**src/hdl/t2p_pkg.sv**
```systemverilog
`timescale 1ns / 1ps
// ----------------------------------------------------------------------------
// t2p_pkg
// Types, constants and the per-nibble step of the Track 2 parser.
// ----------------------------------------------------------------------------
package t2p_pkg;

   localparam int MAX_PAN_DIGITS  = 19;
   localparam int COUNT_W         = 5;
   localparam int MIN_PAN_DIGITS  = 8;
   localparam int TRAILER_NIBBLES = 7;
   localparam int EXPIRY_NIBBLES  = 4;
   localparam int MONTH_MAX       = 12;

   localparam logic [3:0] DIGIT_MAX  = 4'd9;
   localparam logic [3:0] SEP_NIBBLE = 4'hD;

   // parse phases
   localparam logic [1:0] PH_ACCOUNT = 2'd0;
   localparam logic [1:0] PH_TRAILER = 2'd1;
   localparam logic [1:0] PH_DONE    = 2'd2;

   // result status codes
   localparam logic [1:0] ST_OK    = 2'd0;
   localparam logic [1:0] ST_SHORT = 2'd1;
   localparam logic [1:0] ST_LONG  = 2'd2;

   // trailer error bits
   localparam logic [1:0] BAD_EXPIRY  = 2'b01;
   localparam logic [1:0] BAD_SERVICE = 2'b10;

   typedef struct packed {
      logic [7:0] data_byte;
      logic       last;
   } req_beat_type;

   typedef struct packed {
      logic [1:0]  status;
      logic [4:0]  pan_length;
      logic [63:0] pan_bcd_low;
      logic [11:0] pan_bcd_high;
      logic        luhn_ok;
      logic        separator_seen;
      logic        expiry_valid;
      logic [6:0]  expiry_year;
      logic [3:0]  expiry_month;
      logic        service_valid;
      logic [11:0] service_code_bcd;
   } rsp_beat_type;

   typedef logic [MAX_PAN_DIGITS-1:0][3:0] pan_digits_type;

   typedef struct packed {
      logic [1:0]         phase;
      logic [COUNT_W-1:0] digit_count;
      logic [3:0]         luhn_even;
      logic [3:0]         luhn_odd;
      logic [2:0]         field_pos;
      logic [27:0]        trailer;
      logic [1:0]         trailer_bad;
      logic               overflow;
      logic               separator;
   } rec_state_type;

   typedef struct packed {
      rec_state_type      st;
      logic               wr;
      logic [COUNT_W-1:0] idx;
   } nib_step_type;

   localparam rec_state_type REC_CLEAR = '{
      phase: PH_ACCOUNT, digit_count: '0, luhn_even: '0, luhn_odd: '0,
      field_pos: '0, trailer: '0, trailer_bad: '0, overflow: 1'b0,
      separator: 1'b0};

   // add two decimal digits mod 10
   function automatic logic [3:0] mod10_add(logic [3:0] a, logic [3:0] b);
      logic [4:0] s;
      s = {1'b0, a} + {1'b0, b};
      if (s >= 5'd10) begin
         s = s - 5'd10;
      end
      return s[3:0];
   endfunction

   // Luhn doubling: 2n, minus 9 when it passes 9
   function automatic logic [3:0] luhn_double(logic [3:0] n);
      logic [4:0] d;
      d = {n, 1'b0};
      if (d > 5'd9) begin
         d = d - 5'd9;
      end
      return d[3:0];
   endfunction

   // times ten on a decimal digit
   function automatic logic [6:0] times_ten(logic [3:0] n);
      return {n, 3'b000} + {2'b00, n, 1'b0};
   endfunction

   // advance the record by one nibble
   function automatic nib_step_type take_nibble(rec_state_type s, logic [3:0] n);
      nib_step_type r;
      logic [3:0]   dbl;
      logic [2:0]   fp;
      r     = '{st: s, wr: 1'b0, idx: s.digit_count};
      dbl   = luhn_double(n);
      fp    = s.field_pos;
      unique case (s.phase)
         PH_ACCOUNT: begin
            if (n == SEP_NIBBLE) begin
               r.st.separator = 1'b1;
               r.st.phase     = PH_TRAILER;
               r.st.field_pos = '0;
            end else if (n > DIGIT_MAX) begin
               r.st.phase = PH_DONE;
            end else if (s.digit_count >= COUNT_W'(MAX_PAN_DIGITS)) begin
               r.st.overflow = 1'b1;
               r.st.phase    = PH_DONE;
            end else begin
               r.wr = 1'b1;
               if (!s.digit_count[0]) begin
                  r.st.luhn_even = mod10_add(s.luhn_even, dbl);
                  r.st.luhn_odd  = mod10_add(s.luhn_odd, n);
               end else begin
                  r.st.luhn_even = mod10_add(s.luhn_even, n);
                  r.st.luhn_odd  = mod10_add(s.luhn_odd, dbl);
               end
               r.st.digit_count = s.digit_count + COUNT_W'(1);
            end
         end
         PH_TRAILER: begin
            if (fp < 3'(TRAILER_NIBBLES)) begin
               r.st.trailer[{fp, 2'b00} +: 4] = n;
               if (n > DIGIT_MAX) begin
                  r.st.trailer_bad = s.trailer_bad |
                     ((fp < 3'(EXPIRY_NIBBLES)) ? BAD_EXPIRY : BAD_SERVICE);
               end
               r.st.field_pos = fp + 3'd1;
            end
            if (r.st.field_pos >= 3'(TRAILER_NIBBLES)) begin
               r.st.phase = PH_DONE;
            end
         end
         default: begin
         end
      endcase
      return r;
   endfunction

endpackage

```
**src/hdl/track2_nibble_parser_luhn.sv**
```systemverilog
`timescale 1ns / 1ps
// ----------------------------------------------------------------------------
// track2_nibble_parser_luhn
// Track 2 byte parser: account number with Luhn check, expiry, service code.
// ----------------------------------------------------------------------------
// Usage:
//   Input channel req_*: one Track 2 byte per beat, high nibble first, with
//   a last flag on the final byte of the field. Output channel rsp_*: one
//   result beat per record, produced for the byte marked last.
//   Both channels: a beat moves on a clock edge with valid high, stall low.
//   A last byte is loaded into the input register, then parsed, and its
//   result is loaded into the result register that drives rsp_*.
//   Throughput: one byte per cycle while req_stall is low; both nibbles of
//   a byte are parsed combinationally between input and state/result registers.
//   Reset (synchronous, active high) empties both registers and clears the
//   record to the account-digit phase.
//   A stalled result holds; bytes without last keep flowing past it, and a
//   last byte waits in the input register, stalling req_, until it drains.
// ----------------------------------------------------------------------------
module track2_nibble_parser_luhn (
   input  logic                  clock,
   input  logic                  reset,
   input  logic                  req_valid,
   output logic                  req_stall,
   input  t2p_pkg::req_beat_type req_data,
   output logic                  rsp_valid,
   input  logic                  rsp_stall,
   output t2p_pkg::rsp_beat_type rsp_data
);
   import t2p_pkg::*;

   logic           in_valid_ff;
   req_beat_type   in_data_ff;
   rec_state_type  rec_ff;
   rec_state_type  rec_in;
   pan_digits_type digits_ff;
   pan_digits_type digits_in;
   logic           rsp_valid_ff;
   rsp_beat_type   rsp_data_ff;
   rsp_beat_type   result;
   nib_step_type   step_hi;
   nib_step_type   step_lo;
   logic           advance;

   // move the held byte into the parser unless its result cannot be stored
   assign advance   = in_valid_ff &&
                      (!in_data_ff.last || !rsp_valid_ff || !rsp_stall);
   assign req_stall = in_valid_ff && !advance;

   // parse both nibbles and apply digit writes
   always_comb begin
      step_hi   = take_nibble(rec_ff, in_data_ff.data_byte[7:4]);
      step_lo   = take_nibble(step_hi.st, in_data_ff.data_byte[3:0]);
      rec_in    = step_lo.st;
      digits_in = digits_ff;
      for (int i = 0; i < MAX_PAN_DIGITS; i++) begin
         if (step_hi.wr && step_hi.idx == COUNT_W'(i)) begin
            digits_in[i] = in_data_ff.data_byte[7:4];
         end
         if (step_lo.wr && step_lo.idx == COUNT_W'(i)) begin
            digits_in[i] = in_data_ff.data_byte[3:0];
         end
      end
   end

   t2p_assemble u_assemble (
      .rec    (rec_in),
      .digits (digits_in),
      .result (result)
   );

   // input register
   always_ff @(posedge clock) begin
      if (reset) begin
         in_valid_ff <= 1'b0;
      end else if (req_valid && !req_stall) begin
         in_valid_ff <= 1'b1;
      end else if (advance) begin
         in_valid_ff <= 1'b0;
      end
      if (req_valid && !req_stall) begin
         in_data_ff <= req_data;
      end
   end

   // record state; clear after the last byte
   always_ff @(posedge clock) begin
      if (reset) begin
         rec_ff <= REC_CLEAR;
      end else if (advance) begin
         rec_ff <= in_data_ff.last ? REC_CLEAR : rec_in;
      end
      if (advance) begin
         digits_ff <= digits_in;
      end
   end

   // result register
   always_ff @(posedge clock) begin
      if (reset) begin
         rsp_valid_ff <= 1'b0;
      end else if (advance && in_data_ff.last) begin
         rsp_valid_ff <= 1'b1;
      end else if (!rsp_stall) begin
         rsp_valid_ff <= 1'b0;
      end
      if (advance && in_data_ff.last) begin
         rsp_data_ff <= result;
      end
   end

   assign rsp_valid = rsp_valid_ff;
   assign rsp_data  = rsp_data_ff;

endmodule

```
**src/hdl/t2p_assemble.sv**
```systemverilog
`timescale 1ns / 1ps
// ----------------------------------------------------------------------------
// t2p_assemble
// Build the result beat from the finished record: status, BCD account
// number, Luhn verdict, expiry and service code.
// ----------------------------------------------------------------------------
module t2p_assemble (
   input  t2p_pkg::rec_state_type  rec,
   input  t2p_pkg::pan_digits_type digits,
   output t2p_pkg::rsp_beat_type   result
);
   import t2p_pkg::*;

   logic       ok;
   logic [3:0] luhn_sum;
   logic [6:0] month;
   logic [6:0] year;
   logic       exp_ok;
   logic       svc_ok;

   always_comb begin
      result = '0;

      // classify the account number
      if (rec.overflow) begin
         result.status = ST_LONG;
      end else if (rec.digit_count < COUNT_W'(MIN_PAN_DIGITS)) begin
         result.status = ST_SHORT;
      end else begin
         result.status = ST_OK;
      end
      ok = (result.status == ST_OK);
      result.pan_length = rec.digit_count;

      // pack kept digits, zero beyond the count
      for (int i = 0; i < MAX_PAN_DIGITS; i++) begin
         if (COUNT_W'(i) < rec.digit_count) begin
            if (i < 16) begin
               result.pan_bcd_low[60-4*i +: 4] = digits[i];
            end else begin
               result.pan_bcd_high[8-4*(i-16) +: 4] = digits[i];
            end
         end
      end

      // pick the sum whose doubled parity matches the final length
      luhn_sum = rec.digit_count[0] ? rec.luhn_odd : rec.luhn_even;
      result.luhn_ok = ok && (rec.digit_count >= COUNT_W'(2)) && (luhn_sum == 4'd0);

      result.separator_seen = rec.separator;

      // expiry YYMM, month 1..12
      month  = times_ten(rec.trailer[11:8]) + 7'(rec.trailer[15:12]);
      year   = times_ten(rec.trailer[3:0]) + 7'(rec.trailer[7:4]);
      exp_ok = ok && rec.separator && (rec.field_pos >= 3'(EXPIRY_NIBBLES)) &&
               !rec.trailer_bad[0] && (month >= 7'd1) && (month <= 7'(MONTH_MAX));
      result.expiry_valid = exp_ok;
      if (exp_ok) begin
         result.expiry_month = month[3:0];
         result.expiry_year  = year;
      end

      // three service digits
      svc_ok = ok && rec.separator && (rec.field_pos >= 3'(TRAILER_NIBBLES)) &&
               !rec.trailer_bad[1];
      result.service_valid = svc_ok;
      if (svc_ok) begin
         result.service_code_bcd = {rec.trailer[19:16], rec.trailer[23:20],
                                    rec.trailer[27:24]};
      end
   end

endmodule

```
**config.mk**
```make
export PLATFORM = sky130hd
export DESIGN_NAME = track2_nibble_parser_luhn
export DESIGN_NICKNAME = d
export VERILOG_FILES = /design/src/hdl/t2p_pkg.sv /design/src/hdl/track2_nibble_parser_luhn.sv /design/src/hdl/t2p_assemble.sv
export SDC_FILE = /design/constraint.sdc
export NUM_CORES = 1
export LEC_CHECK = 0
export ABC_CLOCK_PERIOD_IN_PS = 16900
export BUFFER_PORTS_ARGS = -buffer_cell sky130_fd_sc_hd__buf_4
export CORE_MARGIN = 2
export CORE_UTILIZATION = 45
export DETAILED_ROUTE_END_ITERATION = 16
export GPL_TIMING_DRIVEN = 0
export MAX_ROUTING_LAYER = met4
export SLEW_MARGIN = 20
export SYNTH_ARGS = -nofsm -noshare
export SYNTH_HDL_FRONTEND = slang
export SYNTH_SLANG_ARGS = --single-unit
```
**constraint.sdc**
```tcl
create_clock -name clock -period 16.9 [get_ports clock]
set_clock_uncertainty 0.2 [all_clocks]
set_input_delay 1.69 -clock clock [delete_from_list [all_inputs] [get_ports clock]]
set_output_delay 1.69 -clock clock [all_outputs]
set_load 0.01 [all_outputs]
```
# [Word-level counts from Yosys, hierarchy flattened]
# Cells that the tools add are included.
[op_classes] eq_ne=41 n_reduce_logical=67 n_shift=4 n_lt_le_gt_ge=45 bitwise=2 add_sub_neg=28 muxes=108
[op_table] cell="$mux W4" n=49
[op_table] cell="$mux W33" n=4
[op_table] cell="$mux W13" n=8
[op_table] cell="$eq A5 B4 Y1 const B" n=16
[op_table] cell="$mux W30" n=2
[op_table] cell="$bwmux W28" n=2
[op_table] cell="$shift A4 B7 Y28 const A" n=2
[op_table] cell="$shiftx A4 B7 Y28" n=2
[op_table] cell="$logic_and A1 B1 Y1" n=51
[op_table] cell="$mux W50" n=1
[op_table] cell="$add A4 B4 Y5" n=8
[op_table] cell="$eq A5 B3 Y1 const B" n=8
[op_table] cell="$ge A5 B4 Y1 const B" n=8
[op_table] cell="$lt A4 B5 Y1 const A" n=8
[op_table] cell="$sub A4 B4 Y4 const B" n=10
[op_table] cell="$eq A5 B5 Y1 const B" n=6
[op_table] cell="$mux W2" n=13
[op_table] cell="$eq A5 B2 Y1 const B" n=4
[op_table] cell="$lt A3 B5 Y1 const A" n=4
[op_table] cell="$mux W1" n=19
[op_table] cell="$mux W8" n=2
[op_table] cell="$lt A5 B5 Y1 const A" n=3
[op_table] cell="$add A7 B4 Y7" n=2
[op_table] cell="$add A7 B5 Y7" n=2
[op_table] cell="28 further kinds" n=61
[word_totals] in_bits=13 elab_cells=355 regBits=247 out_inout_bits=112

# [Longest topological paths before layout]
[logic_depth] word_depth=27 depth_mapped=30 mapped_depth_nobuf=27

# [Cells and area by module]
# From an unflattened synthesis, not the netlist that was laid out.
[hier_totals] hier_cells=1444 hier_area_um2=15143.3
[by_module_without_submodules] module="track2_nibble_parser_luhn" seq_area_each_um2=6896.6 area_each_um2=13708.1 cells_each=1250 n_inst=1
[by_module_without_submodules] module="t2p_assemble" seq_area_each_um2=0.0 area_each_um2=1435.1 cells_each=194 n_inst=1

# [Worst setup path before layout]
# Ideal clock, no wire load.
[synth_path] path_kind="input-to-reg" startpoint="input rsp_stall" endpoint="register rsp_data_ff (netlist bit rsp_data[0]), enable pin" slack_ns=9.471 n_path_buf=1 path_stages=4 t_arrival_ns=6.647 setup_time_ns=0.582 path_cell_list="nand3_1 > nand2_1 > clkbuf_1 > nor2_1"
[synth_via] elab_chain_len=4
[synth_lines] element="start, declared" line_no="track2_nibble_parser_luhn.sv:27" rtl="input logic rsp_stall,"
[synth_lines] element="$logic_not A1 Y1"
[synth_lines] element="$logic_or A1 B1 Y1" line_no="track2_nibble_parser_luhn.sv:47" rtl="(!in_data_ff.last || !rsp_valid_ff || !rsp_stall);"
[synth_lines] element="$logic_and A1 B1 Y1" line_no="track2_nibble_parser_luhn.sv:46" rtl="assign advance = in_valid_ff &&"
[synth_lines] element="$logic_and A1 B1 Y1" line_no="track2_nibble_parser_luhn.sv:107" rtl="if (advance && in_data_ff.last) begin"
[synth_lines] element="end signal, assigned" line_no="track2_nibble_parser_luhn.sv:108" rtl="rsp_data_ff <= result;"
[synth_lines] element="end, declared" line_no="track2_nibble_parser_luhn.sv:39" rtl="rsp_beat_type rsp_data_ff;"
# No other way between the ends.
# A chain may end at the register's enable or synchronous reset.

==> flow_metrics.py <==
metrics = {
    "layout": {
        "syn_to_final_growth_pct": 17.07,
        "drive_above_1_share_pct": 13.90,
        "final_nets": 1823,
        "diodes": 0,
    },
    "cts": {
        "cts-buffers-inserted": 28,
        "htreeDepth": 1,
        "postCtsResizedCells": 0,
        "cts.sinks": 247,
        "post_cts_buffers": 0,
        "clk_pin_slew_ps": 70,
        "holdBufCountCts": 0,
        "cts_tree": "built",
        "clkLatencyLatePin_ps": 580,
        "clockBufferDepth": 3,
        "cts_root_buf": "clkbuf_16",
    },
    "global_route": {
        "grt_busiest_layer": "met2",
        "grt_usage_pct": 25.84,
        "grt_max_degree": 42,
        "grt_pass1_wl_um": 69390,
        "grt_overflow": 0,
        "met3_usage_pct": 3.650,
        "grt_pass1_vias": 12319,
        "grt_antenna_before_repair": 0,
        "grtUsageMet1_pct": 34.84,
        "met2_usage_pct": 40.24,
    },
    "worst_setup_path": {
        "worstPathRequired_ps": 17030,
        "end_kind": "flip-flop",
        "rr_startpoint": "in_data_ff[6]",
        "crit_start": "in_data_ff[6]",
        "reg2reg_to": "rsp_data[26]",
        "critPathArrivalTime_ps": 9100,
        "path_buf_inv": 7,
        "cp_slowest_cell": "clkbuf_1",
        "r2r_slack_ps": 7930,
        "worst-setup-path-type": "flip-flop to flip-flop",
        "worstRegToRegCells": 28,
        "crit_family": "buffers and inverters",
        "cp_common_cell": "ha_1",
        "cp-start-kind": "flip-flop",
        "worst-path-stages": 28,
        "worstSetupEndpoint": "rsp_data[26]",
        "cpPeakStageDelay_ps": 710,
        "path_max_fanout": 13,
    },
    "floorplan": {
        "die-width_um": 187.6,
        "initial_utilization_pct": 45.45,
        "fp.coreArea_um2": 33360,
        "pin_count": 125,
        "num_rows": 67,
        "dieArea_um2": 35180,
        "die_h_um": 187.6,
    },
    "sta": {
        "final.setup.tns_ps": 0,
        "rsz0062_at_grt": "no",
        "timing.fmax_ghz": 0.1115,
        "timing.final.crit_period_ps": 8969,
        "hold_viol": 0,
        "holdWs_ps": 255.0,
        "tightest_slew_ps": 1052,
        "min_period_over_period_pct": 53.07,
        "max_slew_margin_pct": 28.07,
        "setup_viol_count_final": 0,
        "drv_slew": 0,
    },
    "detailed_routing": {
        "drc": 0,
        "wire_per_inst_um": 20.44,
        "wirelength_um": 44610,
        "drtIter0Drc": 1125,
        "dr.pass1.iters": 5,
        "vias": 12681,
        "final_antenna_net_count": 0,
        "viasPerCell": 5.812,
    },
    "worst_hold_path": {
        "whs_path_depth": 2,
        "hold_path.class": "flip-flop to flip-flop",
    },
    "synth": {
        "ys.flop_type": "edfxtp_1",
        "yosys.cell_types.count": 92,
        "ys_async_sr_fraction_pct": 0,
        "ys_seq_area_share_pct": 45.48,
        "netlist_area_um2": 15160,
        "yosys_warnings": 0,
        "ys_ff_latch": 247,
        "synthCells": 1555,
        "synth_edf_count": 195,
        "synthesis.nets": 1665,
        "synth_area_per_cell_um2": 9.751,
    },
    "pwr": {
        "p_int_w": 0.001163,
        "powerDensity_nw_per_um2": 92.37,
        "peakVddDrop_uv": 75.99,
        "power_leakage_nw": 6.902,
        "p_comb_share_pct": 19.2,
        "p_clk_share_pct": 39.4,
        "seqPwrFrac_pct": 41.4,
        "swShare_pct": 29.05,
        "p_sw_w": 0.0004764,
    },
    "job": {
        "cap_violations": 0,
    },
    "place": {
        "gp_congestion": 0.9275,
        "dp_hpwl_um": 32190,
        "port_buffers": 123,
    },
    "run_status": {
        "status": "completed",
    },
}
## power by group through the flow
stage	clock [W]	combinational (W)	sequential, W
6_report	0.000646	0.000315	0.000679
2_1_floorplan	0	0.000219	0.000694
3_3_place_gp	0	0.000299	0.000695
5_1_grt	0.000677	0.000349	0.000680
4_1_cts	0.000653	0.000311	0.000679
3_5_place_dp	0	0.000308	0.000692
## flip-flops by register name, indices dropped and copies added, names as in the netlist
signal / count
in_valid_ff: 1
rsp_valid: 1
digits_ff: 76
rec_ff: 50
rsp_data: 110
in_data_ff: 9
## stage by stage
step                cell area (um2)  setup slack [ps]  std cells  power (W)  utilization (%)
finish                        17750              7931       2182   0.001640            53.21
global route                  17750              7226       2182   0.001706            53.21
CTS                           17750              8056       2182   0.001642            53.21
detailed placement            16780              8153       2131   0.001000            50.30
global placement              16650              7013       2126  0.0009935            49.90
floorplan                     15160              9471       1555  0.0009124                -
## synthesized netlist by cell type, drive strengths merged (20+ instances only)
cell type	count	area (um2)
nor2b	24	150.1
inv	83	314.0
o21ai	101	505.5
mux2i	59	606.8
o21a	23	172.7
a21boi	23	172.7
a22oi	20	150.1
edfxtp	195	5856
nor2	183	689.4
ha	85	1064
a21oi	115	586.8
nand2	137	516.8
dfxtp	52	1041
clkbuf	56	210.2
a211oi	26	200.2
nand3	52	260.3
## worst min-delay path by stage
stage                     slack, ps       start    endpoint
final                           260   rec_ff[8]   rec_ff[8]
after global routing            280   rec_ff[8]   rec_ff[8]
after CTS                       260  rec_ff[11]  rec_ff[11]
after detailed placement        240  rec_ff[11]  rec_ff[11]
after global placement          230   rec_ff[8]   rec_ff[8]
after floorplan                 220  rec_ff[11]  rec_ff[11]
## logic make-up after synthesis
group,count (synthesis),share of synthesized area (%)
compound gates,435,19.18
flops,247,45.48
xor+xnor,26,1.551
buf+inv,159,4.076
mux,75,5.190
simple gates,516,15.92
fa+ha+maj,97,8.598
## cell usage in the layout, fill, tap and decap left out, types with 23 or more instances in the layout
master and instances:
edfxtp_1 195, o21a_1 23, a21oi_1 114, clkbuf_16 28
buf_4 125, a211oi_1 25, nand3_1 52, nor2b_1 24
clkbuf_1 57, ha_1 85, nor2_1 181, a21boi_0 23
nand2_1 136, mux2i_1 57, dfxtp_1 52, o21ai_0 100
inv_1 77
## worst min-delay path, cell delays in order, from the launching register on
cell     delay [ps]
dfxtp_1         320
nand2_1          40
o21ai_0          60
## final cells by class
cell class / count / area [um2]
clock inverter: 19 / 235.2
clock buffer: 32 / 735.7
inverter: 85 / 324.1
sequential: 247 / 6897
timing repair buffer: 128 / 1046
multi-input combinational: 1149 / 7656
fill: 3094 / 15610
buffer: 74 / 297.8
tap: 448 / 560.5
## per-layer routing
| metal | share of wire, % | wire length, um |
|---|---|---|
| met1 | 45 | 20200 |
| met2 | 45 | 19860 |
| met3 | 6.9 | 3069 |
| met4 | 3.3 | 1476 |
| met5 | 0 | 0 |
No activity file was read; power rests on OpenSTA's default activity.
